--- config.mk ---
export PLATFORM = sky130hd
export DESIGN_NAME = lttf_raster
export DESIGN_NICKNAME = d
export VERILOG_FILES = /design/src/rtl/core/lttf_pkg.sv /design/src/rtl/core/lttf_raster.sv
export SDC_FILE = /design/constraint.sdc
export NUM_CORES = 1
export LEC_CHECK = 0
export ABC_AREA = 1
export BUFFER_PORTS_ARGS = -buffer_cell sky130_fd_sc_hd__buf_4
export CORE_ASPECT_RATIO = 1.25
export CORE_MARGIN = 4
export CORE_UTILIZATION = 56
export CTS_BUF_LIST = sky130_fd_sc_hd__clkbuf_16
export DETAILED_ROUTE_END_ITERATION = 16
export PLACE_DENSITY = 0.78
export SLEW_MARGIN = 20
export SYNTH_ARGS = -nofsm -noshare
export SYNTH_HDL_FRONTEND = slang
export SYNTH_SLANG_ARGS = --single-unit
--- constraint.sdc ---
create_clock -name clk -period 3.45 [get_ports clk]
set_input_delay 0 -clock clk [delete_from_list [all_inputs] [get_ports clk]]
set_output_delay 0 -clock clk [all_outputs]
set_load 0.02 [all_outputs]
--- src/rtl/core/lttf_pkg.sv ---
`timescale 1ns / 1ps

package lttf_pkg;

    // channel and field widths
    localparam int PIX_W      = 8;
    localparam int LANES      = 3;
    localparam int ROW_W      = 12;
    localparam int COL_W      = 10;
    localparam int IW_W       = 11;
    localparam int IH_W       = 13;
    localparam int CFG_DATA_W = 13;
    localparam int CFG_IDX_W  = 1;

    // stream packing
    localparam int IN_DATA_W  = 24;
    localparam int OUT_DATA_W = 48;
    localparam int OUT_PAD_W  = OUT_DATA_W - ROW_W - COL_W - LANES * PIX_W;

    // line store word: four rows of three channels
    localparam int SLOTS  = 4;
    localparam int PIXW_W = LANES * PIX_W;
    localparam int LINE_W = SLOTS * PIXW_W;

    // frame limits and reset values
    localparam int MIN_DIM      = 5;
    localparam int MAX_HEIGHT   = 4096;
    localparam int WIDTH_RESET  = 640;
    localparam int HEIGHT_RESET = 480;

    // horizontal sum width before the divide by sixteen
    localparam int HSUM_W = PIX_W + 4;
    // vertical sum width, signed
    localparam int VSUM_W = PIX_W + 5;

    typedef enum logic [CFG_IDX_W-1:0] {
        REG_IMAGE_WIDTH  = 1'b0,
        REG_IMAGE_HEIGHT = 1'b1
    } cfg_reg_t;

    // position flags of one pixel, computed at request time
    typedef struct packed {
        logic             emit;
        logic             last;
        logic             inner;
        logic [ROW_W-1:0] orow;
    } raster_info_t;

endpackage

--- src/rtl/core/lttf_raster.sv ---
`timescale 1ns / 1ps

module lttf_raster
    import lttf_pkg::*;
#(
    parameter int MAX_WIDTH = 1024,
    parameter int CW        = $clog2(MAX_WIDTH)
)
(
    input  logic                  clk,
    input  logic                  rst_n,
    input  logic                  take,
    input  logic                  cfg_wr_en,
    input  logic [CFG_IDX_W-1:0]  cfg_index,
    input  logic [CFG_DATA_W-1:0] cfg_data,
    output raster_info_t          info,
    output logic [CW-1:0]         hc,
    output logic                  h_on
);

    localparam int WW = CW + 1;

    logic [IW_W-1:0]  iw_reg;
    logic [IH_W-1:0]  ih_reg;
    logic [CW-1:0]    c_reg;
    logic [ROW_W-1:0] r_reg;
    logic [IH_W-1:0]  iw_ext;
    logic [WW-1:0]    w_eff;
    logic [IH_W-1:0]  h_eff;
    logic [WW-1:0]    c_p1;
    logic [IH_W-1:0]  r_p1;
    logic             col_wrap;
    logic             row_wrap;
    logic             c_ge2;

    // configuration registers
    always_ff @(posedge clk or negedge rst_n)
    begin
        if (!rst_n)
        begin
            iw_reg <= IW_W'(WIDTH_RESET);
            ih_reg <= IH_W'(HEIGHT_RESET);
        end
        else if (cfg_wr_en)
        begin
            unique case (cfg_index)
                REG_IMAGE_WIDTH:  iw_reg <= cfg_data[IW_W-1:0];
                REG_IMAGE_HEIGHT: ih_reg <= cfg_data[IH_W-1:0];
                default:          ;
            endcase
        end
    end

    // clamp frame size
    always_comb
    begin
        iw_ext = IH_W'(iw_reg);
        if (iw_ext < IH_W'(MIN_DIM))
        begin
            w_eff = WW'(MIN_DIM);
        end
        else if (iw_ext > IH_W'(MAX_WIDTH))
        begin
            w_eff = WW'(MAX_WIDTH);
        end
        else
        begin
            w_eff = WW'(iw_ext);
        end
        if (ih_reg < IH_W'(MIN_DIM))
        begin
            h_eff = IH_W'(MIN_DIM);
        end
        else if (ih_reg > IH_W'(MAX_HEIGHT))
        begin
            h_eff = IH_W'(MAX_HEIGHT);
        end
        else
        begin
            h_eff = ih_reg;
        end
    end

    // position of the pixel two rows and two columns behind
    always_comb
    begin
        c_p1     = WW'(c_reg) + WW'(1);
        r_p1     = IH_W'(r_reg) + IH_W'(1);
        col_wrap = c_p1 >= w_eff;
        row_wrap = r_p1 >= h_eff;
        c_ge2    = c_reg >= CW'(2);
        h_on     = c_reg >= CW'(4);
        if (c_ge2)
        begin
            hc = c_reg - CW'(2);
        end
        else
        begin
            hc = CW'(WW'(c_reg) + w_eff - WW'(2));
        end
        info.emit  = (r_reg >= ROW_W'(3)) || ((r_reg == ROW_W'(2)) && c_ge2);
        info.last  = row_wrap && col_wrap;
        info.orow  = c_ge2 ? (r_reg - ROW_W'(2)) : (r_reg - ROW_W'(3));
        info.inner = (info.orow >= ROW_W'(2))
                  && ((IH_W'(info.orow) + IH_W'(3)) <= h_eff)
                  && (hc >= CW'(2))
                  && ((WW'(hc) + WW'(2)) <= (w_eff - WW'(1)));
    end

    // raster counters
    always_ff @(posedge clk or negedge rst_n)
    begin
        if (!rst_n)
        begin
            c_reg <= '0;
            r_reg <= '0;
        end
        else if (take)
        begin
            if (col_wrap)
            begin
                c_reg <= '0;
                r_reg <= row_wrap ? '0 : r_p1[ROW_W-1:0];
            end
            else
            begin
                c_reg <= c_p1[CW-1:0];
            end
        end
    end

endmodule

==> out/metrics.yaml, run 1 <==
run_status:
  outcome: "complete, but fails checks"
  violations: "setup timing"
grt:
  grt_pass1_vias: 6039
  grt_max_degree: 47
  track_usage_pct: 29.6
  antenna_found_initial: 0
  grt_pass1_wl_um: 28200
  grt.overflow.total: 0
final_layout:
  final_net_count: 1077
  postLayoutCellArea_um2: 7170
  largest_register_ffs: 13
  n_antenna_cell: 0
  area_growth_pct: 26.1
  drive_gt1_share_pct: 22.2
sta:
  worst_pin_slew_ns: 0.647
  final-hold-violation-count: 0
  rsz0062_at_grt: "true"
  setup_violations: 1
  slew_headroom_pct: 56.8
  setup_slack_ns: -0.942
  period_needed_ns: 4.39
  slew_violations: 0
  final.period_utilization_pct: 127
  fmax_mhz: 228
  fin_skew_ns: 0.00736
floorplan:
  rows: 40
  die_x_um: 98.2
  initial_core_util_pct: 58.3
  fp.dieArea_um2: 11800
  fp.dieH_um: 121
  io_pins: 44
  core_um2: 9760
clock_tree:
  clock_path_buffers: 2
  cts-root-buf: "clkbuf_16"
  cts_max_level: 2
  cts.sinks: 46
  cts.clk_slew.worst_paths_ns: 0.06
  cts_buffers: 5
  cts_tree: "done"
  clock_latency_ns: 0.29
placed_design:
  pre_cts_ws_ns: -0.711
  place.gp.congestion: 1.01
  dp_hpwl_um: 14100
  placed_area_um2: 6780
  io_buffers: 43
logic_synthesis:
  postSynthAreaPerCell_um2: 6.65
  ys_seq_area_share_pct: 20.4
  synth_flop_cell: "dfrtp_1"
  yosys-top-cells-area: "dfrtp_1 18%, ha_1 17%, nand2_1 14%"
  synthArstFlopShare_pct: 100
  synth_top_area_share_pct: 17.6
  synth.distinct_cells: 46
  syn-num-nets: 953
  synthCells: 855
  synth-edff-count: 0
  synth_area_um2: 5690
  synth_area_leader_cell: "dfrtp_1"
  yosys_warnings: 0
  synth-seq-cells: 46
critical_path:
  critPathArrivalTime_ns: 4.39
  worstSetupPathType: "flip-flop to primary output"
  critical_path.max_fanout: 4
  cp-start-kind: "flip-flop"
  required_ns: 3.45
  cp-end-kind: "primary output"
routing:
  dr.pass1.iters: 5
  ant_nets: 0
  num_vias: 6035
  wire_per_inst_um: 15.7
  post-route-drc-count: 0
  routed_wl_um: 17400
  viasPerCell: 5.46
  drtIter0Drc: 316
run:
  max-cap-violations: 0
worst_hold_path:
  hp-class: "input pin to flip-flop"
-- layer usage --
layer  up-vias  track usage (%)  wire length [um]  part of all wire (%)
met1      2775             31.1              6500                    37
met3        57             3.12               752                   4.3
met4         0             15.8               993                   5.7
li1       3015                -                 -                     -
met5         -                0                 0                     0
met2       188             56.9              9140                    53
-- cell families (layout without fill, tap and decap cells) --
family,after synthesis,count (layout),synth area share (%)
and+or+nand+nor,407,407,31.9
xor gates and xnor gates,52,52,8.14
DFF,46,46,20.4
adders and majority gates,80,80,17.7
buffers and inverters,155,280,10.7
muxes,1,1,0.198
AOI/OAI and AO/OA,114,114,10.9
-- area by class of cell --
class                           count  area, um2
Clock buffer                        5        125
Clock inverter                      3       41.3
Fill cell                         796       2590
Inverter                          137        517
Multi-Input combinational cell    654       4140
Sequential cell                    46       1160
Tap cell                          126        158
Timing Repair Buffer              135       1030
-- metrics by stage --
| stage | std cells | hold slack, ns | utilization, % | TNS (ns) |
|---|---|---|---|---|
| after floorplan | 855 | -0.296 | - | -0.510 |
| after global placement | 1091 | 0.0484 | 69.5 | -0.621 |
| after detailed placement | 1091 | 0.0390 | 69.5 | -0.711 |
| after CTS | 1104 | 0.000307 | 71.8 | -0.948 |
| after global routing | 1106 | 0.00615 | 73.5 | -1.41 |
| final | 1106 | 0.000943 | 73.5 | -0.942 |
-- path summary, 6_finish.rpt --
| path | start | end | slack, ns | depth (start not counted) |
|---|---|---|---|---|
| worst max-delay path | iw_reg[7] | info[12] | -0.94 | 26 |
| worst min-delay path | cfg_data[1] | iw_reg[1] | 0.0009 | 3 |
| worst max register to register | r_reg[0] | r_reg[2] | 0.33 | 20 |
| worst min register to register | iw_reg[3] | iw_reg[3] | 0.49 | 2 |
| max in group asynchronous | rst_n | ih_reg[11] | 2.77 | 2 |
| min in group asynchronous | rst_n | r_reg[9] | 0.25 | 2 |
-- cells in the mapped netlist, types with 2 or more instances --
cell type / count
nand2_1: 210
nor3_1: 10
o31ai_1: 2
inv_1: 130
nor4_1: 4
o21ai_0: 64
o21a_1: 3
nand2_2: 10
inv_2: 5
nand2_4: 2
nand3b_1: 4
dfrtp_1: 40
ha_1: 79
nor2_2: 4
nand4_1: 19
a21oi_1: 34
nor2_1: 78
nor2_4: 4
nand3_1: 54
xor2_1: 40
buf_2: 2
clkinv_1: 2
nand3_2: 2
buf_6: 3
dfstp_2: 6
xnor2_1: 11
o21ai_2: 3
clkbuf_1: 12
-- worst max-delay path, stage by stage (launching register included) --
cell and delay (ns):
dfstp_2 0.37, nor2_1 0.10, nand3_1 0.11, nor4_2 0.15, nand2_1 0.15, nand2_2 0.13, nand3_4 0.09, ha_4 0.26
inv_1 0.04, ha_2 0.19, fa_2 0.39, xnor2_2 0.17, o21ai_4 0.18, inv_2 0.08, nor3_4 0.20, buf_4 0.15
xor2_1 0.19, inv_1 0.07, ha_1 0.30, a21oi_1 0.14, o21ai_0 0.09, nand2_1 0.06, o2111ai_1 0.10, nand2_1 0.11
nand3_2 0.09, nor2_4 0.10, buf_6 0.12
-- cell usage in the layout, fill, tap and decap left out, types with 19 or more instances in the layout --
cell type / synthesis / final
nand2_2: 10 / 20
o21ai_0: 64 / 64
inv_1: 130 / 128
nor2_1: 78 / 76
dfrtp_1: 40 / 40
buf_4: 1 / 129
xor2_1: 40 / 40
a21oi_1: 34 / 31
nand2_1: 210 / 197
ha_1: 79 / 72
nand3_1: 54 / 49
nand4_1: 19 / 19
-- what timing repair did --
action,CTS,global route
setup buffers,2,2
hold buffers,3,0
pin swaps,12,8
hold endpoints to repair,42,0
setup endpoints to repair,1,8
gates resized for setup,3,31
Power of run 1 is left out: the tool's default activity adds up to more than one toggle a clock period on the data nets, which glitch-free logic cannot reach.
==> run 2, diff against run 1 <==
- CORE_UTILIZATION: 56 -> 40
- PLACE_DENSITY: 0.78 -> unset
==> run 2 against run 1 <==
  * The flow still finishes with violations (setup timing)
  * Hold slack better by 0.0055 ns
  * Non-clock buffer count grew 14
  * Die area rose by 37%
  * Wire length is 2.5% lower
  * Critical path depth is 1 higher
  * Maximum frequency shrank 0.89%
  * Core utilization is 21 points lower
  * Final cell count up 5.7%
  * Via count down 4.1%
  * Global-route usage decreased by 8.3 points
  * Critical endpoint unchanged
  * Largest cell class unchanged
==> out/metrics.yaml, run 2 (synthesis gave the netlist of run 1 again) <==
routing:
  dr.pass1.iters: 5
  num_vias: 5787
  drtIter0Drc: 275
  ant_nets: 0
  routed_wl_um: 16900
  wire_per_inst_um: 14.5
  viasPerCell: 4.95
  post-route-drc-count: 0
grt:
  grt_pass1_wl_um: 27400
  antenna_found_initial: 0
  grt_pass1_vias: 5645
  grt_use_met1_pct: 24.9
  grt.busiest_layer: "met2"
  grt_max_degree: 47
  use_met3_pct: 2.13
  gr-usage-met2_pct: 38.9
  grt.overflow.total: 0
  track_usage_pct: 21.3
final_layout:
  fill_cells: 1419
  largest_register_ffs: 13
  postLayoutCoreUtil_pct: 52.9
  final_net_count: 1091
  final_common_cell: "nand2_1"
  drive_gt1_share_pct: 23.5
  area_growth_pct: 29.1
  multi_input_area_um2: 4170
  n_antenna_cell: 0
  mostFrequentLayoutCells: "198 x nand2_1, 143 x buf_4, 126 x inv_1, 74 x nor2_1, 71 x ha_1"
  stdcell_count: 1169
  ff_latch_area_um2: 1160
critical_path:
  worstSetupPathType: "flip-flop to primary output"
  critPathArrivalTime_ns: 4.43
  critical_path.max_fanout: 3
  required_ns: 3.45
  cp-start-kind: "flip-flop"
  cp-end-kind: "primary output"
sta:
  fmax_mhz: 226
  period_needed_ns: 4.43
  fin_skew_ns: 0.00246
  final-hold-violation-count: 0
  rsz0062_at_grt: "true"
  setup_slack_ns: -0.981
  worst_pin_slew_ns: 0.655
  slew_violations: 0
  slew_headroom_pct: 56.2
  setup_violations: 1
  setup_tns_ns: -0.981
  final.period_utilization_pct: 128
floorplan:
  io_pins: 44
  initial_core_util_pct: 41.0
  fp.dieH_um: 141
  rows: 48
  fp.dieArea_um2: 16200
  die_x_um: 115
  core_um2: 13900
placed_design:
  dp_cells: 1150
  place.gp.congestion: 0.891
  pre_cts_ws_ns: -0.691
  dp_hpwl_um: 14100
  io_buffers: 43
clock_tree:
  cts_tree: "done"
  clock_path_buffers: 2
  cts_buffers: 5
  clock_latency_ns: 0.29
  cts.sinks: 46
  cts-root-buf: "clkbuf_16"
  cts_max_level: 2
  cts.clk_slew.worst_paths_ns: 0.07
run_status:
  violations: "setup timing"
  outcome: "complete, but fails checks"
run:
  max-cap-violations: 0
worst_hold_path:
  hp-class: "input pin to flip-flop"
[run 2: cell count changes in the layout (fill, tap and decap cells not counted), moves of 2 or more]
cell / before / now
buf_4: 129 / 143
ha_4: 6 / 8
inv_1: 128 / 126
nor2_1: 76 / 74
nor2_4: 5 / 7
[run 2: worst paths after layout]
path                                   from    endpoint  slack, ns  cells past startpoint
worst min-delay path            cfg_data[0]   iw_reg[0]      0.006                      3
max in group asynchronous             rst_n  ih_reg[11]       2.77                      2
worst max register to register     r_reg[1]   r_reg[10]       0.36                     20
worst min register to register    iw_reg[3]   iw_reg[3]       0.50                      2
worst max-delay path              iw_reg[8]    info[12]      -0.98                     27
min in group asynchronous             rst_n    r_reg[7]       0.25                      2
[run 2: final cells by class]
type                            count  area share [%]
Timing Repair Buffer              149            15.5
Clock buffer                        5            1.70
Sequential cell                    46            15.8
Clock inverter                      3           0.221
Inverter                          137            7.04
Tap cell                          175            2.98
Multi-Input combinational cell    654            56.8
[run 2: what timing repair did]
| action | CTS | global route |
|---|---|---|
| setup buffers | 2 | 5 |
| pin swaps | 7 | 22 |
| hold endpoints to repair | 44 | 0 |
| hold buffers | 4 | 0 |
| endpoints found under the setup margin | 1 | 8 |
| cloned | 0 | 0 |
| resized for setup | 1 | 36 |
[run 2: worst max-delay path, stage by stage (launching register included)]
cell and delay (ns):
dfrtp_1 0.38, nor2_1 0.11, nand3_1 0.11, nor4_2 0.23
nand2_1 0.13, nand2_2 0.12, nand3_4 0.08, ha_4 0.27
inv_2 0.04, ha_4 0.15, fa_2 0.56, o21ai_4 0.07
inv_4 0.06, ha_4 0.13, nand2_4 0.05, nor2_4 0.09
nand2_2 0.08, nor2_4 0.13, xor2_1 0.16, inv_1 0.06
ha_1 0.27, nand4_1 0.14, nor4_2 0.24, nand2_1 0.07
nand2_1 0.10, nand3_2 0.09, nor2_4 0.09, buf_6 0.12
[run 2: through the flow]
stage	hold WS, ns	cell area [um2]
after global routing	0.0233	7340
after global placement	0.0652	6920
after detailed placement	0.0660	6920
after CTS	0.0101	7120
after floorplan	-0.296	5760
final	0.00643	7340
[run 2: per-layer routing]
layer / share of wire (%) / up-vias
met5: 0 / -
met4: 4.2 / 0
met3: 2.9 / 36
met2: 52 / 110
met1: 41 / 2623
li1: - / 3018
Power of run 2 is left out for the same reason.
==> run 3, diff against run 2 <==
- CORE_MARGIN: 4 -> 10
- RECOVER_POWER: unset -> 100
==> run 3 against run 2 <==
  * The flow finishes with violations (capacitance limit, slew limit, setup timing)
  * Core utilization rose by 0.054 points
  * Register-to-register slack better by 0.06 ns
  * Final area up 0.10%
  * Worst setup slack got worse by 0.030 ns
  * Non-clock buffer count is 5 higher
  * Wire length grew 1.5%
  * First-iteration DRC count increased by 21%
==> out/metrics.yaml, run 3 (synthesis gave the netlist of run 1 again) <==
run_status:
  outcome: "complete, but fails checks"
  violations: "capacitance limit, slew limit, setup timing"
clock_tree:
  cts_tree: "done"
  clock_path_buffers: 2
  clock_latency_ns: 0.30
  cts.clk_slew.worst_paths_ns: 0.06
  cts_buffers: 5
  cts_max_level: 2
  cts.sinks: 46
  cts-root-buf: "clkbuf_16"
critical_path:
  critPathMaxStageDelay_ns: 0.38
  critPathArrivalTime_ns: 4.46
  path_buf_inv: 5
  slowest_stage: "fa_2"
  crit_top_cell: "nand2_1"
  required_ns: 3.45
  worstSetupPathType: "flip-flop to primary output"
  critical_path.max_fanout: 4
  ff2ff_path_depth: 20
  cp-end-kind: "primary output"
  cp.depth: 26
  cp_top_family: "simple AND/OR/NAND/NOR gates"
  cp-start-kind: "flip-flop"
floorplan:
  die_x_um: 127
  fp.dieArea_um2: 19400
  rows: 48
  initial_core_util_pct: 41.0
  io_pins: 44
  fp.dieH_um: 153
  core_um2: 13900
routing:
  viasPerCell: 4.95
  num_vias: 5809
  dr.pass1.iters: 4
  wire_per_inst_um: 14.6
  post-route-drc-count: 0
  routed_wl_um: 17200
  drtIter0Drc: 334
  ant_nets: 0
worst_hold_path:
  min_path_cells: 3
  hp-class: "input pin to flip-flop"
final_layout:
  final_common_cell: "nand2_1"
  mostFrequentLayoutCells: "205 x nand2_1, 146 x buf_4, 126 x inv_1, 77 x nor2_1, 71 x ha_1"
  drive_gt1_share_pct: 22.6
  area_growth_pct: 29.2
  final_net_count: 1096
  largest_register_ffs: 13
  n_antenna_cell: 0
  fill_cells: 1443
sta:
  final.period_utilization_pct: 129
  period_needed_ns: 4.46
  final-hold-violation-count: 0
  setup_slack_ns: -1.01
  setup_violations: 1
  rsz0062_at_grt: "true"
  fmax_mhz: 224
  slew_violations: 47
  fin_skew_ns: 0.00700
  slew_headroom_pct: -77.8
  setup_tns_ns: -1.01
  worst_pin_slew_ns: 2.67
grt:
  grt.overflow.total: 0
  track_usage_pct: 17.5
  grt_pass1_vias: 5696
  grt_max_degree: 47
  antenna_found_initial: 0
  grt_pass1_wl_um: 28200
run:
  max-cap-violations: 1
placed_design:
  io_buffers: 43
  place.gp.congestion: 0.910
  dp_hpwl_um: 14200
==> run 3: changes by cell type in the layout (fill, tap and decap cells not counted), moves of 2 or more <==
cell	before	now
nand2_1	198	205
nand2_2	20	15
dfstp_1	0	4
dfstp_2	6	2
buf_4	143	146
nor2_1	74	77
clkinv_1	3	5
nand2_4	4	2
nor2_4	7	5
==> run 3: path summary, 6_finish.rpt <==
path	start	end	slack (ns)
max in group asynchronous	rst_n	iw_reg[1]	0.82
max reg2reg	r_reg[1]	r_reg[6]	0.42
min in group asynchronous	rst_n	r_reg[8]	1.08
min reg2reg	iw_reg[3]	iw_reg[3]	0.49
min	cfg_data[0]	iw_reg[0]	0.0008
max	iw_reg[8]	info[12]	-1.01
==> run 3: area by class of cell <==
cell class / count / area (um2) / area share (%)
Inverter: 137 / 519 / 7.06
Clock buffer: 5 / 125 / 1.70
Tap cell: 175 / 219 / 2.98
Timing Repair Buffer: 154 / 1170 / 15.9
Sequential cell: 46 / 1160 / 15.8
Clock inverter: 3 / 11.3 / 0.153
Multi-Input combinational cell: 654 / 4150 / 56.4
==> run 3: timing repair <==
item | in CTS | in global routing
buffers inserted | 0 | 7
hold buffers | 4 | 0
gates resized for setup | 4 | 26
endpoints found under the hold margin | 43 | 0
setup endpoints to repair | 1 | 4
pin swaps | 3 | 21
==> run 3: routing by layer <==
layer  track usage, %  vias to the layer above  wire length (um)
li1                 -                     3031                 -
met1             20.3                     2654              7220
met2             31.8                       91              8980
met3             1.94                       33               473
met4             6.52                        0               516
met5                0                        -                 0
==> run 3: worst min-delay path, stage by stage <==
cell,delay (ns)
buf_4,0.07
inv_1,0.04
o21ai_0,0.14
==> run 3: per-stage QoR <==
step           instance area, um2  std cells  util, %  worst slack, ns  hold WS (ns)
6_report                     7350       1174     53.0            -1.01      0.000781
5_1_grt                      7350       1174     53.0            -1.28        0.0123
4_1_cts                      7150       1167     51.6           -0.971       0.00243
3_5_place_dp                 6960       1155     50.2           -0.772        0.0625
3_3_place_gp                 6960       1155     50.2           -0.680        0.0658
2_1_floorplan                5760        855        -           -0.510        -0.296
Power of run 3 is left out for the same reason.
