===== src/rtl/core/lttf_pkg.sv =====
`timescale 1ns / 1ps

package lttf_pkg;

    // channel and field widths
    localparam int PIX_W      = 8;
    localparam int LANES      = 3;
    localparam int ROW_W      = 12;
    localparam int COL_W      = 10;
    localparam int IW_W       = 11;
    localparam int IH_W       = 13;
    localparam int CFG_DATA_W = 13;
    localparam int CFG_IDX_W  = 1;

    // stream packing
    localparam int IN_DATA_W  = 24;
    localparam int OUT_DATA_W = 48;
    localparam int OUT_PAD_W  = OUT_DATA_W - ROW_W - COL_W - LANES * PIX_W;

    // line store word: four rows of three channels
    localparam int SLOTS  = 4;
    localparam int PIXW_W = LANES * PIX_W;
    localparam int LINE_W = SLOTS * PIXW_W;

    // frame limits and reset values
    localparam int MIN_DIM      = 5;
    localparam int MAX_HEIGHT   = 4096;
    localparam int WIDTH_RESET  = 640;
    localparam int HEIGHT_RESET = 480;

    // horizontal sum width before the divide by sixteen
    localparam int HSUM_W = PIX_W + 4;
    // vertical sum width, signed
    localparam int VSUM_W = PIX_W + 5;

    typedef enum logic [CFG_IDX_W-1:0] {
        REG_IMAGE_WIDTH  = 1'b0,
        REG_IMAGE_HEIGHT = 1'b1
    } cfg_reg_t;

    // position flags of one pixel, computed at request time
    typedef struct packed {
        logic             emit;
        logic             last;
        logic             inner;
        logic [ROW_W-1:0] orow;
    } raster_info_t;

endpackage


===== src/rtl/core/lttf_lane.sv =====
`timescale 1ns / 1ps

module lttf_lane
    import lttf_pkg::*;
(
    input  logic                   clk,
    input  logic                   rst_n,
    input  logic                   take,
    input  logic                   en,
    input  logic [PIX_W-1:0]       pix,
    input  logic                   h_on,
    input  logic [SLOTS*PIX_W-1:0] line,
    input  logic                   inner,
    output logic [PIX_W-1:0]       hval_reg,
    output logic [PIX_W-1:0]       res_reg
);

    logic [PIX_W-1:0]  win_reg [SLOTS];
    logic [HSUM_W-1:0] hsum;
    logic [PIX_W-1:0]  hval_next;
    logic [VSUM_W-1:0] vsum;
    logic [VSUM_W-1:0] mag;
    logic [PIX_W-1:0]  res_next;

    // last four pixels of this channel
    always_ff @(posedge clk or negedge rst_n)
    begin
        if (!rst_n)
        begin
            for (int i = 0; i < SLOTS; i++)
            begin
                win_reg[i] <= '0;
            end
        end
        else if (take)
        begin
            for (int i = 0; i < SLOTS - 1; i++)
            begin
                win_reg[i] <= win_reg[i+1];
            end
            win_reg[SLOTS-1] <= pix;
        end
    end

    // horizontal l5 and divide by sixteen
    always_comb
    begin
        hsum = HSUM_W'(win_reg[0]) + HSUM_W'(win_reg[1]) * HSUM_W'(4)
             + HSUM_W'(win_reg[2]) * HSUM_W'(6) + HSUM_W'(win_reg[3]) * HSUM_W'(4)
             + HSUM_W'(pix);
        hval_next = h_on ? hsum[HSUM_W-1:4] : '0;
    end

    // vertical r5, absolute value and saturation
    always_comb
    begin
        vsum = VSUM_W'(line[0*PIX_W +: PIX_W])
             - VSUM_W'(line[1*PIX_W +: PIX_W]) * VSUM_W'(4)
             + VSUM_W'(line[2*PIX_W +: PIX_W]) * VSUM_W'(6)
             - VSUM_W'(line[3*PIX_W +: PIX_W]) * VSUM_W'(4)
             + VSUM_W'(hval_reg);
        mag = vsum[VSUM_W-1] ? (~vsum + VSUM_W'(1)) : vsum;
        if (!inner)
        begin
            res_next = '0;
        end
        else if (mag > VSUM_W'((1 << PIX_W) - 1))
        begin
            res_next = '1;
        end
        else
        begin
            res_next = mag[PIX_W-1:0];
        end
    end

    // stage registers
    always_ff @(posedge clk)
    begin
        if (en)
        begin
            hval_reg <= hval_next;
            res_reg  <= res_next;
        end
    end

endmodule


===== config.mk =====
export PLATFORM = sky130hd
export DESIGN_NAME = lttf_lane
export DESIGN_NICKNAME = d
export VERILOG_FILES = /design/src/rtl/core/lttf_pkg.sv /design/src/rtl/core/lttf_lane.sv
export SDC_FILE = /design/constraint.sdc
export NUM_CORES = 1
export LEC_CHECK = 0
export ABC_AREA = 0
export BUFFER_PORTS_ARGS = -buffer_cell sky130_fd_sc_hd__clkbuf_2
export CORE_MARGIN = 8
export CORE_UTILIZATION = 55
export CTS_CLUSTER_DIAMETER = 30
export DETAILED_ROUTE_END_ITERATION = 16
export PLACE_DENSITY = 0.77
export RECOVER_POWER = 25
export SLEW_MARGIN = 20
export SYNTH_ARGS = -nofsm -noshare
export SYNTH_HDL_FRONTEND = slang
export SYNTH_SLANG_ARGS = --single-unit
export TNS_END_PERCENT = 10

===== constraint.sdc =====
create_clock -name clk -period 4.9 [get_ports clk]
set_clock_uncertainty 0.05 [all_clocks]
set_input_delay 0.98 -clock clk [delete_from_list [all_inputs] [get_ports clk]]
set_output_delay 0.98 -clock clk [all_outputs]
set_load 0.005 [all_outputs]

==> results of run 1 <==
==> cell usage after synthesis, types with 2 or more instances <==
| cell | n |
|---|---|
| or2_2 | 2 |
| nor2b_1 | 12 |
| a21o_1 | 10 |
| a21oi_1 | 19 |
| nand2b_1 | 5 |
| o21ai_1 | 2 |
| inv_1 | 68 |
| fa_1 | 41 |
| and3_1 | 7 |
| o21ai_0 | 15 |
| nand2_1 | 33 |
| edfxtp_1 | 16 |
| a21boi_0 | 2 |
| nor3b_1 | 3 |
| o221ai_1 | 3 |
| o211ai_1 | 2 |
| nor3_1 | 3 |
| o21bai_1 | 6 |
| mux2_2 | 28 |
| dfrtp_1 | 32 |
| ha_1 | 53 |
| xnor2_1 | 15 |
| xor2_1 | 19 |
| nor2_1 | 22 |
| clkbuf_1 | 5 |
| and2_1 | 2 |
==> kinds of logic (layout without fill, tap and decap cells) <==
family,Yosys count,count (layout),synth area share
adders and majority gates,94,94,0.3196
buffers and inverters,73,185,0.05901
muxes,29,29,0.07006
and+or+nand+nor,93,93,0.09701
DFF,48,48,0.2759
xor gates and xnor gates,34,34,0.06413
AOI/OAI and AO/OA,73,73,0.1143
==> worst paths after layout <==
path                       slack (ns)                   endpoint  cells after the start              startpoint
hold / removal                   0.46    win_reg[14]$_DFFE_PN0P_                      2  win_reg[6]$_DFFE_PN0P_
max in group asynchronous        2.74    win_reg[28]$_DFFE_PN0P_                      1                   rst_n
hold reg to reg                  0.46    win_reg[14]$_DFFE_PN0P_                      2  win_reg[6]$_DFFE_PN0P_
setup reg to reg                 0.33  hval_reg[7]$_SDFFCE_PN0P_                     19  win_reg[9]$_DFFE_PN0P_
setup / recovery                -0.31   res_reg[3]$_SDFFCE_PN0P_                     24                line[16]
min in group asynchronous        1.06    win_reg[14]$_DFFE_PN0P_                      1                   rst_n
==> worst register-to-register path, cell delays in order, from the launching register on <==
cell	delay (ns)
dfrtp_1	0.47
ha_1	0.27
fa_1	0.41
a21oi_1	0.14
nor2_1	0.06
nor2_1	0.17
nor2b_1	0.07
o21ai_0	0.16
nand2b_1	0.12
xor2_1	0.16
fa_1	0.48
inv_1	0.04
ha_1	0.29
ha_1	0.30
ha_1	0.35
o21ai_0	0.11
nand2_1	0.12
a21o_1	0.20
a21oi_1	0.25
mux2i_1	0.22
==> per-layer routing <==
| layer | global-route usage | vias up | wire [um] |
|---|---|---|---|
| met1 | 0.2174 | 1729 | 4455 |
| met4 | 0.03865 | 0 | 136 |
| li1 | - | 1705 | - |
| met2 | 0.3123 | 51 | 5321 |
| met5 | 0 | - | 0 |
| met3 | 0.03593 | 12 | 346 |
==> final cells by class <==
cell class | instances | area [um2]
Clock buffer | 7 | 97.59
Clock inverter | 1 | 5.005
Fill cell | 587 | 2424
Inverter | 68 | 260.3
Multi-Input combinational cell | 323 | 3331
Sequential cell | 48 | 1281
Tap cell | 105 | 131.4
Timing Repair Buffer | 109 | 686.9
==> timing repair <==
action	4_1_cts	5_1_grt
setup endpoints to repair	8	8
pin swaps	1	27
gates cloned	0	0
setup buffers	0	2
gates resized for setup	3	23
==> per-stage QoR <==
step / hold slack, ns / std cells / setup WS, ns / setup TNS (ns)
2_1_floorplan: 0.3998 / 444 / -0.2956 / -2.345
3_3_place_gp: 0.4193 / 651 / -0.5670 / -4.512
3_5_place_dp: 0.4426 / 651 / -0.7352 / -5.642
4_1_cts: 0.4689 / 659 / -0.3423 / -2.493
5_1_grt: 0.4890 / 661 / -0.5426 / -4.239
6_report: 0.4622 / 661 / -0.3126 / -2.295
==> results.ini, run 1 <==
[run_status]
outcome = finished with violations
failed_checks = capacitance limit, slew limit, setup timing

[route]
drt-initial-drc-count = 136
wirelength_mm = 10.26
avgViaCountPerCell = 5.290
num_vias = 3497
drc_errors = 0
postRouteAntennaNets = 0
wl_per_cell_um = 15.52
drt_first_pass_iters = 4

[global_routing]
grt_overflow = 0
grt_max_degree = 38
antenna_found_initial = 0
grt_pass1_wl_mm = 16.61
track_usage = 0.1772
grt_pass1_vias = 3689

[job]
maxCapViolations = 1

[worst_setup_path]
cp-end-kind = flop
crit_slowest_cell = fa_1
critPathKind = primary input to flop
critPathBufInv = 4
worst_ep_required_time_ns = 4.91
max_stage_delay_ns = 0.51
crit_path_max_fanout = 8
worstPathArrival_ns = 5.22
cp_top_family = adder cells
crit_chain = clkbuf_2 -> ha_2 -> fa_2 -> a21oi_2 -> nor2_1 -> nor2_1 -> nor2b_1 -> o21ai_1 -> nand2b_1 -> xor2_1 -> fa_1 -> inv_2 -> ha_4 -> ha_4 -> buf_4 -> o21ai_2 -> nor2_2 -> a311oi_2 -> xnor2_2 -> buf_4 -> a21oi_1 -> o311a_1 -> a31oi_4 -> nand2_1
worstSetupStartpointType = primary input

[timing]
period_share = 1.064
final.setup.worst_slack_ns = -0.3126
period_minus_slack_ns = 5.213
worst_pin_slew_ns = 1.728
slew_viol_final = 33
setup_viol = 8
timing.fmax_mhz = 191.8
slew_headroom = -0.1517
grt_setup_unrepaired = true
hold_viol_final = 0

[clock_network]
cts_tree = done
htreeDepth = 2
path_clk_slew_ns = 0.09
ctsHoldBuffers = 0
clkSinkCount = 48
clockRootBuffer = clkbuf_8
clock_latency_ns = 0.31
cts_max_path_buffers = 2
cts_buffers = 5

[cells_and_area]
postLayoutCoreUtil = 0.7050
final_net_count = 695
largest_reg_flops = 32
area.growth.synth_to_final_pct = 24.76
diodes = 0
drive_gt1_frac = 0.3345
final_cell_mix = 64 x inv_1, 57 x clkbuf_2, 47 x buf_4, 42 x ha_1, 38 x fa_1
final_cell_area_um2 = 5793
final_common_cell = inv_1

[floorplanning]
die_width_um = 107.9
io_pins = 62
die-area_um2 = 11640
die_h_um = 107.9
fp-row-count = 33
coreArea_um2 = 8217
initial_core_util = 0.5651

[synth]
synth-seq-cells = 48
synth_enable_flop_cells = 16
seq_area_frac_synth = 0.2759
yosysTopAreaCell = fa_1
yosysUniqueCellTypes = 45
avgSynthCellArea_um2 = 10.46
syn_area_um2 = 4643
syn_inst = 444
netlist.area_leader.share = 0.1768
synthesis.nets = 584
synthArstFlopShare = 0.6667
ys_top_cells_by_area = fa_1 18%, dfrtp_1 17%, ha_1 14%
yosys_warnings = 0
synth_top_flop_cell = dfrtp_1

[place]
post_dp_cell_area_um2 = 5530
io_buffer_count = 61
gp_congestion = 0.8964
hpwl_mm = 8.540

[min_path]
hold_path.class = flop to flop

Power of run 1 is left out: the tool's default activity adds up to more than one toggle a clock period on the data nets, which glitch-free logic cannot reach.
==> run 2, diff against run 1 <==
--- a/config.mk
+++ b/config.mk
@@ -8,10 +8,10 @@
 export ABC_AREA = 0
 export BUFFER_PORTS_ARGS = -buffer_cell sky130_fd_sc_hd__clkbuf_2
 export CORE_MARGIN = 8
-export CORE_UTILIZATION = 55
+export CORE_UTILIZATION = 59
 export CTS_CLUSTER_DIAMETER = 30
 export DETAILED_ROUTE_END_ITERATION = 16
-export PLACE_DENSITY = 0.77
+export PLACE_DENSITY = 0.81
 export RECOVER_POWER = 25
 export SLEW_MARGIN = 20
 export SYNTH_ARGS = -nofsm -noshare
==> run 2 against run 1 <==
The run still ends with capacitance limit, slew limit, setup timing left. First-iteration DRC count fell by 17%. Critical path depth is 6 lower. Worst setup slack better by 0.059 ns. Flip-flop and latch count did not move. Sequential share of layout area is 0.18 points higher. Count of clock-buffer cells in the layout is the same. Final cell count up 0.15%. Die area shrank 5.8%. Critical path type unchanged. Largest cell class unchanged.
==> results.ini, run 2 (same netlist as run 1, synthesis figures left out) <==
[worst_setup_path]
critPathKind = primary input to flop  ; unchanged
crit_slowest_cell = or4bb_4  ; was fa_1
worstPathArrival_ns = 5.16  ; was 5.22 ns
r2r_end = hval_reg[7]$_SDFFCE_PN0P_  ; unchanged
r2r-start = win_reg[9]$_DFFE_PN0P_  ; unchanged
crit_path_max_fanout = 8  ; unchanged
reg2reg_depth = 19  ; unchanged
worst_ep_required_time_ns = 4.90  ; was 4.91 ns
max_stage_delay_ns = 0.56  ; was 0.51 ns
r2r_slack_ns = 0.40  ; was 0.33 ns
cp-end-kind = flop  ; unchanged
crit_chain = clkbuf_2 -> inv_1 -> ha_1 -> inv_1 -> fa_2 -> buf_4 -> xor2_1 -> fa_1 -> fa_1 -> ha_1 -> buf_4 -> o21ai_1 -> o21ai_1 -> nand2_1 -> xor2_1 -> or4bb_4 -> a31oi_4 -> nand2_1  ; was clkbuf_2 -> ha_2 -> fa_2 -> a21oi_2 -> nor2_1 -> nor2_1 -> nor2b_1 -> o21ai_1 -> nand2b_1 -> xor2_1 -> fa_1 -> inv_2 -> ha_4 -> ha_4 -> buf_4 -> o21ai_2 -> nor2_2 -> a311oi_2 -> xnor2_2 -> buf_4 -> a21oi_1 -> o311a_1 -> a31oi_4 -> nand2_1
worstSetupStartpointType = primary input  ; unchanged

[min_path]
hold_path_depth = 2  ; unchanged
hold_path.class = flop to flop  ; unchanged
hold_start = win_reg[6]$_DFFE_PN0P_  ; unchanged
min_delay_worst_endpoint = win_reg[14]$_DFFE_PN0P_  ; unchanged

[cells_and_area]
regArea_um2 = 1281  ; unchanged
final_net_count = 699  ; was 695
final_cells = 662  ; was 661
final_common_cell = inv_1  ; unchanged
multiInputGateArea_um2 = 3278  ; was 3331 um2
largest_reg_flops = 32  ; unchanged
drive_gt1_frac = 0.3411  ; was 0.3345
area.growth.synth_to_final_pct = 23.74  ; was 24.76%
fillers = 537  ; was 587
diodes = 0  ; unchanged
postLayoutCoreUtil = 0.7474  ; was 0.7050
final_cell_mix = 63 x inv_1, 58 x clkbuf_2, 52 x buf_4, 44 x ha_1, 38 x fa_1  ; was 64 x inv_1, 57 x clkbuf_2, 47 x buf_4, 42 x ha_1, 38 x fa_1

[place]
io_buffer_count = 61  ; unchanged
gp_congestion = 0.8626  ; was 0.8964
hpwl_mm = 8.402  ; was 8.540 mm
dp.cells = 647  ; was 651

[global_routing]
grt_pass1_wl_mm = 16.85  ; was 16.61 mm
track_usage = 0.1829  ; was 0.1772
grt_max_degree = 38  ; unchanged
grt_overflow = 0  ; unchanged
grt_pass1_vias = 3700  ; was 3689
antenna_found_initial = 0  ; unchanged

[clock_network]
cts_tree = done  ; unchanged
cts_buffers = 5  ; unchanged
path_clk_slew_ns = 0.09  ; about the same
cts_max_path_buffers = 2  ; unchanged
ctsHoldBuffers = 0  ; unchanged
clockRootBuffer = clkbuf_8  ; unchanged
clkSinkCount = 48  ; unchanged
clock_latency_ns = 0.30  ; was 0.31 ns
htreeDepth = 2  ; unchanged

[floorplanning]
fp-row-count = 32  ; was 33
die_h_um = 104.7  ; was 107.9 um
coreArea_um2 = 7687  ; was 8217 um2
die-area_um2 = 10960  ; was 11640 um2
die_width_um = 104.7  ; was 107.9 um
initial_core_util = 0.6040  ; was 0.5651
io_pins = 62  ; unchanged

[route]
postRouteAntennaNets = 0  ; unchanged
wl_per_cell_um = 14.94  ; was 15.52 um
avgViaCountPerCell = 5.270  ; was 5.290
num_vias = 3489  ; was 3497
drt-initial-drc-count = 113  ; was 136
wirelength_mm = 9.890  ; was 10.26 mm
drc_errors = 0  ; unchanged
drt_first_pass_iters = 4  ; unchanged

[timing]
period_share = 1.052  ; was 1.064
setup_viol = 8  ; unchanged
timing.fmax_mhz = 194.0  ; was 191.8 MHz
period_minus_slack_ns = 5.154  ; was 5.213 ns
slew_headroom = -0.1516  ; was -0.1517
finalSetupTns_ns = -1.911  ; was -2.295 ns
final.setup.worst_slack_ns = -0.2540  ; was -0.3126 ns
worst_pin_slew_ns = 1.727  ; was 1.728 ns
slew_viol_final = 33  ; unchanged
hold_viol_final = 0  ; unchanged
grt_setup_unrepaired = true  ; unchanged

[run_status]
outcome = finished with violations  ; unchanged
failed_checks = capacitance limit, slew limit, setup timing  ; unchanged

[job]
maxCapViolations = 1  ; unchanged

==> run 2: cell count changes in the layout (fill, tap and decap cells not counted), sizes merged <==
cell | previous run | this run
clkbuf | 66 | 68
clkinv | 1 | 0
buf | 50 | 52
inv | 68 | 69
==> run 2: how the worst max path moves through the flow <==
stage | startpoint | to | slack, ns | depth (start not counted)
floorplan | line[16] | res_reg[0]$_SDFFCE_PN0P_ | -0.30 | 21
finish | line[2] | res_reg[4]$_SDFFCE_PN0P_ | -0.25 | 18
CTS | line[17] | res_reg[4]$_SDFFCE_PN0P_ | -0.24 | 22
detailed placement | line[9] | res_reg[4]$_SDFFCE_PN0P_ | -0.71 | 22
global placement | line[9] | res_reg[0]$_SDFFCE_PN0P_ | -0.52 | 21
global route | line[9] | res_reg[0]$_SDFFCE_PN0P_ | -0.48 | 21
==> run 2: per-layer routing <==
metal,vias to the layer above,wire (um),GRT usage
met3,15,344,0.03563
met4,0,142,0.04587
met2,55,5219,0.3361
met5,-,0,0
li1,1717,-,-
met1,1702,4184,0.2131
==> run 2: final cells by class <==
type,count,area share
clock buffers,7,0.01568
clock inverters,1,0.001089
inverters,68,0.04530
multi-input cells,323,0.5706
flip-flops and latches,48,0.2230
well taps,102,0.02221
repair buffers,113,0.1222
==> run 2: timing repair <==
item,in CTS,in global routing
buffers inserted,7,0
pin swaps,23,14
resized for setup,9,9
setup endpoints to repair,8,8
gates cloned,0,0
==> run 2: critical path: cells and delay by family <==
| family | cells | cell delay (ns) |
|---|---|---|
| simple gates | 3 | 0.78 |
| buf+inv | 5 | 0.46 |
| compound gates | 3 | 0.75 |
| xor+xnor | 2 | 0.43 |
| fa+ha+maj | 5 | 1.78 |
==> run 2: through the flow <==
stage	setup slack [ns]	hold WS (ns)	area [um2]
finish	-0.2540	0.4417	5746
floorplan	-0.2956	0.3998	4767
CTS	-0.2394	0.4413	5715
global placement	-0.5242	0.4067	5519
global route	-0.4779	0.4714	5746
detailed placement	-0.7118	0.4221	5519
Power of run 2 is left out for the same reason.
==> run 3, diff against run 2 <==
--- a/config.mk
+++ b/config.mk
@@ -7,6 +7,7 @@
 export LEC_CHECK = 0
 export ABC_AREA = 0
 export BUFFER_PORTS_ARGS = -buffer_cell sky130_fd_sc_hd__clkbuf_2
+export CAP_MARGIN = 30
 export CORE_MARGIN = 8
 export CORE_UTILIZATION = 59
 export CTS_CLUSTER_DIAMETER = 30
==> constraint.sdc (replaced) <==
create_clock -name clk -period 4.9 [get_ports clk]
set_clock_uncertainty 0.05 [all_clocks]
set_input_delay 0.245 -clock clk [delete_from_list [all_inputs] [get_ports clk]]
set_output_delay 0.245 -clock clk [all_outputs]
set_load 0.005 [all_outputs]
==> run 3 against run 2 <==
The flow finishes with violations (capacitance limit, slew limit). Routed wire length is 5.6% lower. Final area is 8.1% lower. Core utilization is 6.1 points lower. Critical endpoint is now res_reg[0]$_SDFFCE_PN0P_.
==> results.ini, run 3 (same netlist as run 1, synthesis figures left out) <==
[run_status]
outcome = finished with violations  ; unchanged
failed_checks = capacitance limit, slew limit  ; was capacitance limit, slew limit, setup timing

[worst_setup_path]
cp-end-kind = flop  ; unchanged
crit_path_max_fanout = 8  ; unchanged
critPathBufInv = 3  ; was 5
worstPathArrival_ns = 4.63  ; was 5.16 ns
worstSetupStartpointType = primary input  ; unchanged
crit_top_cell = ha_1
cp_top_family = adder cells  ; unchanged
r2r_slack_ns = 0.35  ; was 0.40 ns
critPathKind = primary input to flop  ; unchanged
worst_ep_required_time_ns = 4.91  ; was 4.90 ns
crit_chain = clkbuf_2 -> ha_1 -> fa_1 -> a21oi_1 -> nor2_1 -> nor2_1 -> nor2b_1 -> o21ai_0 -> nand2b_1 -> xor2_1 -> fa_1 -> inv_1 -> ha_1 -> ha_1 -> buf_4 -> a21o_1 -> a21oi_1 -> o221ai_1 -> xnor2_1 -> or3b_1 -> o311a_1 -> a31oi_4 -> nand2_1  ; was clkbuf_2 -> inv_1 -> ha_1 -> inv_1 -> fa_2 -> buf_4 -> xor2_1 -> fa_1 -> fa_1 -> ha_1 -> buf_4 -> o21ai_1 -> o21ai_1 -> nand2_1 -> xor2_1 -> or4bb_4 -> a31oi_4 -> nand2_1
crit_slowest_cell = fa_1  ; was or4bb_4
max_stage_delay_ns = 0.48  ; was 0.56 ns

[place]
io_buffer_count = 61  ; unchanged
gp_congestion = 0.8630  ; was 0.8626
post_dp_cell_area_um2 = 5155  ; was 5519 um2
hpwl_mm = 7.923  ; was 8.402 mm
place_ws_ns = -0.1140  ; was -0.7118 ns

[route]
wl_per_cell_um = 14.97  ; was 14.94 um
num_vias = 3299  ; was 3489
wirelength_mm = 9.339  ; was 9.890 mm
drc_errors = 0  ; unchanged
drt-initial-drc-count = 115  ; was 113
postRouteAntennaNets = 0  ; unchanged
avgViaCountPerCell = 5.287  ; was 5.270
drt_first_pass_iters = 4  ; unchanged

[min_path]
hold_path.class = primary input to flop  ; was flop to flop

[global_routing]
grt.busiest_layer = met2  ; unchanged
grt_use_met2 = 0.3233  ; was 0.3361
grt_pass1_vias = 3612  ; was 3700
track_usage = 0.1748  ; was 0.1829
grt_pass1_wl_mm = 16.04  ; was 16.85 mm
met1_usage = 0.2025  ; was 0.2131
met3_usage = 0.03378  ; was 0.03563
grt_overflow = 0  ; unchanged
antenna_found_initial = 0  ; unchanged
grt_max_degree = 38  ; unchanged

[clock_network]
clkSinkCount = 48  ; unchanged
cts_tree = done  ; unchanged
cts_buffers = 5  ; unchanged
clockRootBuffer = clkbuf_8  ; unchanged
clock_latency_ns = 0.31  ; was 0.30 ns
cts_max_path_buffers = 2  ; unchanged
path_clk_slew_ns = 0.09  ; about the same
postCtsSetupBuffers = 0  ; was 7
htreeDepth = 2  ; unchanged

[floorplanning]
die_width_um = 104.7  ; unchanged
initial_core_util = 0.6040  ; unchanged
fp-row-count = 32  ; unchanged
die_h_um = 104.7  ; unchanged
die-area_um2 = 10960  ; unchanged
io_pins = 62  ; unchanged
coreArea_um2 = 7687  ; unchanged

[cells_and_area]
diodes = 0  ; unchanged
area.growth.synth_to_final_pct = 13.72  ; was 23.74%
largest_reg_flops = 32  ; unchanged
final_cell_mix = 68 x inv_1, 53 x ha_1, 53 x clkbuf_2, 41 x fa_1, 33 x nand2_1  ; was 63 x inv_1, 58 x clkbuf_2, 52 x buf_4, 44 x ha_1, 38 x fa_1
final_common_cell = inv_1  ; unchanged
fillers = 598  ; was 537
postLayoutCoreUtil = 0.6868  ; was 0.7474
multiInputGateArea_um2 = 3105  ; was 3278 um2
final_cell_area_um2 = 5280  ; was 5746 um2
regArea_um2 = 1282  ; was 1281 um2
drive_gt1_frac = 0.2203  ; was 0.3411
final_net_count = 661  ; was 699

[job]
maxCapViolations = 1  ; unchanged

[timing]
setup_viol = 0  ; was 8
final.setup.worst_slack_ns = 0.2750  ; was -0.2540 ns
grt_setup_unrepaired = false  ; was true
period_share = 0.9439  ; was 1.052
worst_pin_slew_ns = 1.754  ; was 1.727 ns
hold_slack_ns = 0.1323  ; was 0.4417 ns
period_minus_slack_ns = 4.625  ; was 5.154 ns
slew_headroom = -0.1691  ; was -0.1516
timing.fmax_mhz = 216.2  ; was 194.0 MHz
hold_viol_final = 0  ; unchanged
slew_viol_final = 38  ; was 33

[run 3: final timing paths]
| path | depth (start not counted) | from | endpoint |
|---|---|---|---|
| worst max-delay path | 23 | line[17] | res_reg[0]$_SDFFCE_PN0P_ |
| worst min-delay path | 2 | pix[0] | win_reg[0]$_DFFE_PN0P_ |
| worst max register to register | 19 | win_reg[8]$_DFFE_PN0P_ | hval_reg[7]$_SDFFCE_PN0P_ |
| worst min register to register | 2 | win_reg[6]$_DFFE_PN0P_ | win_reg[14]$_DFFE_PN0P_ |
| max in group asynchronous | 2 | rst_n | win_reg[9]$_DFFE_PN0P_ |
| min in group asynchronous | 2 | rst_n | win_reg[0]$_DFFE_PN0P_ |
[run 3: final cells by class]
type	instances	share of cell area
Timing Repair Buffer	75	0.07630
Tap cell	102	0.02417
Clock inverter	3	0.007109
Multi-Input combinational cell	323	0.5882
Sequential cell	48	0.2429
Inverter	68	0.04834
Clock buffer	5	0.01303
[run 3: what timing repair did]
item                                    4_1_cts  5_1_grt
gates resized for setup                       0        6
hold buffers                                  1        0
endpoints found under the setup margin        0        9
endpoints found under the hold margin        32        0
[run 3: worst reg2reg max path: cells and delay by family (launching register included)]
kind / cells / cell delay, ns
xor gates and xnor gates: 1 / 0.17
and+or+nand+nor: 5 / 0.55
muxes: 1 / 0.20
AOI/OAI and AO/OA: 5 / 0.86
DFF: 1 / 0.44
adders and majority gates: 6 / 2.09
buffers and inverters: 1 / 0.04
[run 3: per-layer routing]
metal  up-vias  share of wire
met4         0          0.013
li1       1641              -
met5         -              0
met3        13          0.038
met2        53           0.53
met1      1592           0.42
[run 3: metrics by stage]
stage / TNS (ns) / instances
finish: 0 / 624
global route: 0 / 624
CTS: 0 / 624
detailed placement: -0.7604 / 615
global placement: 0 / 615
floorplan: 0 / 444
Power of run 3 is left out for the same reason.
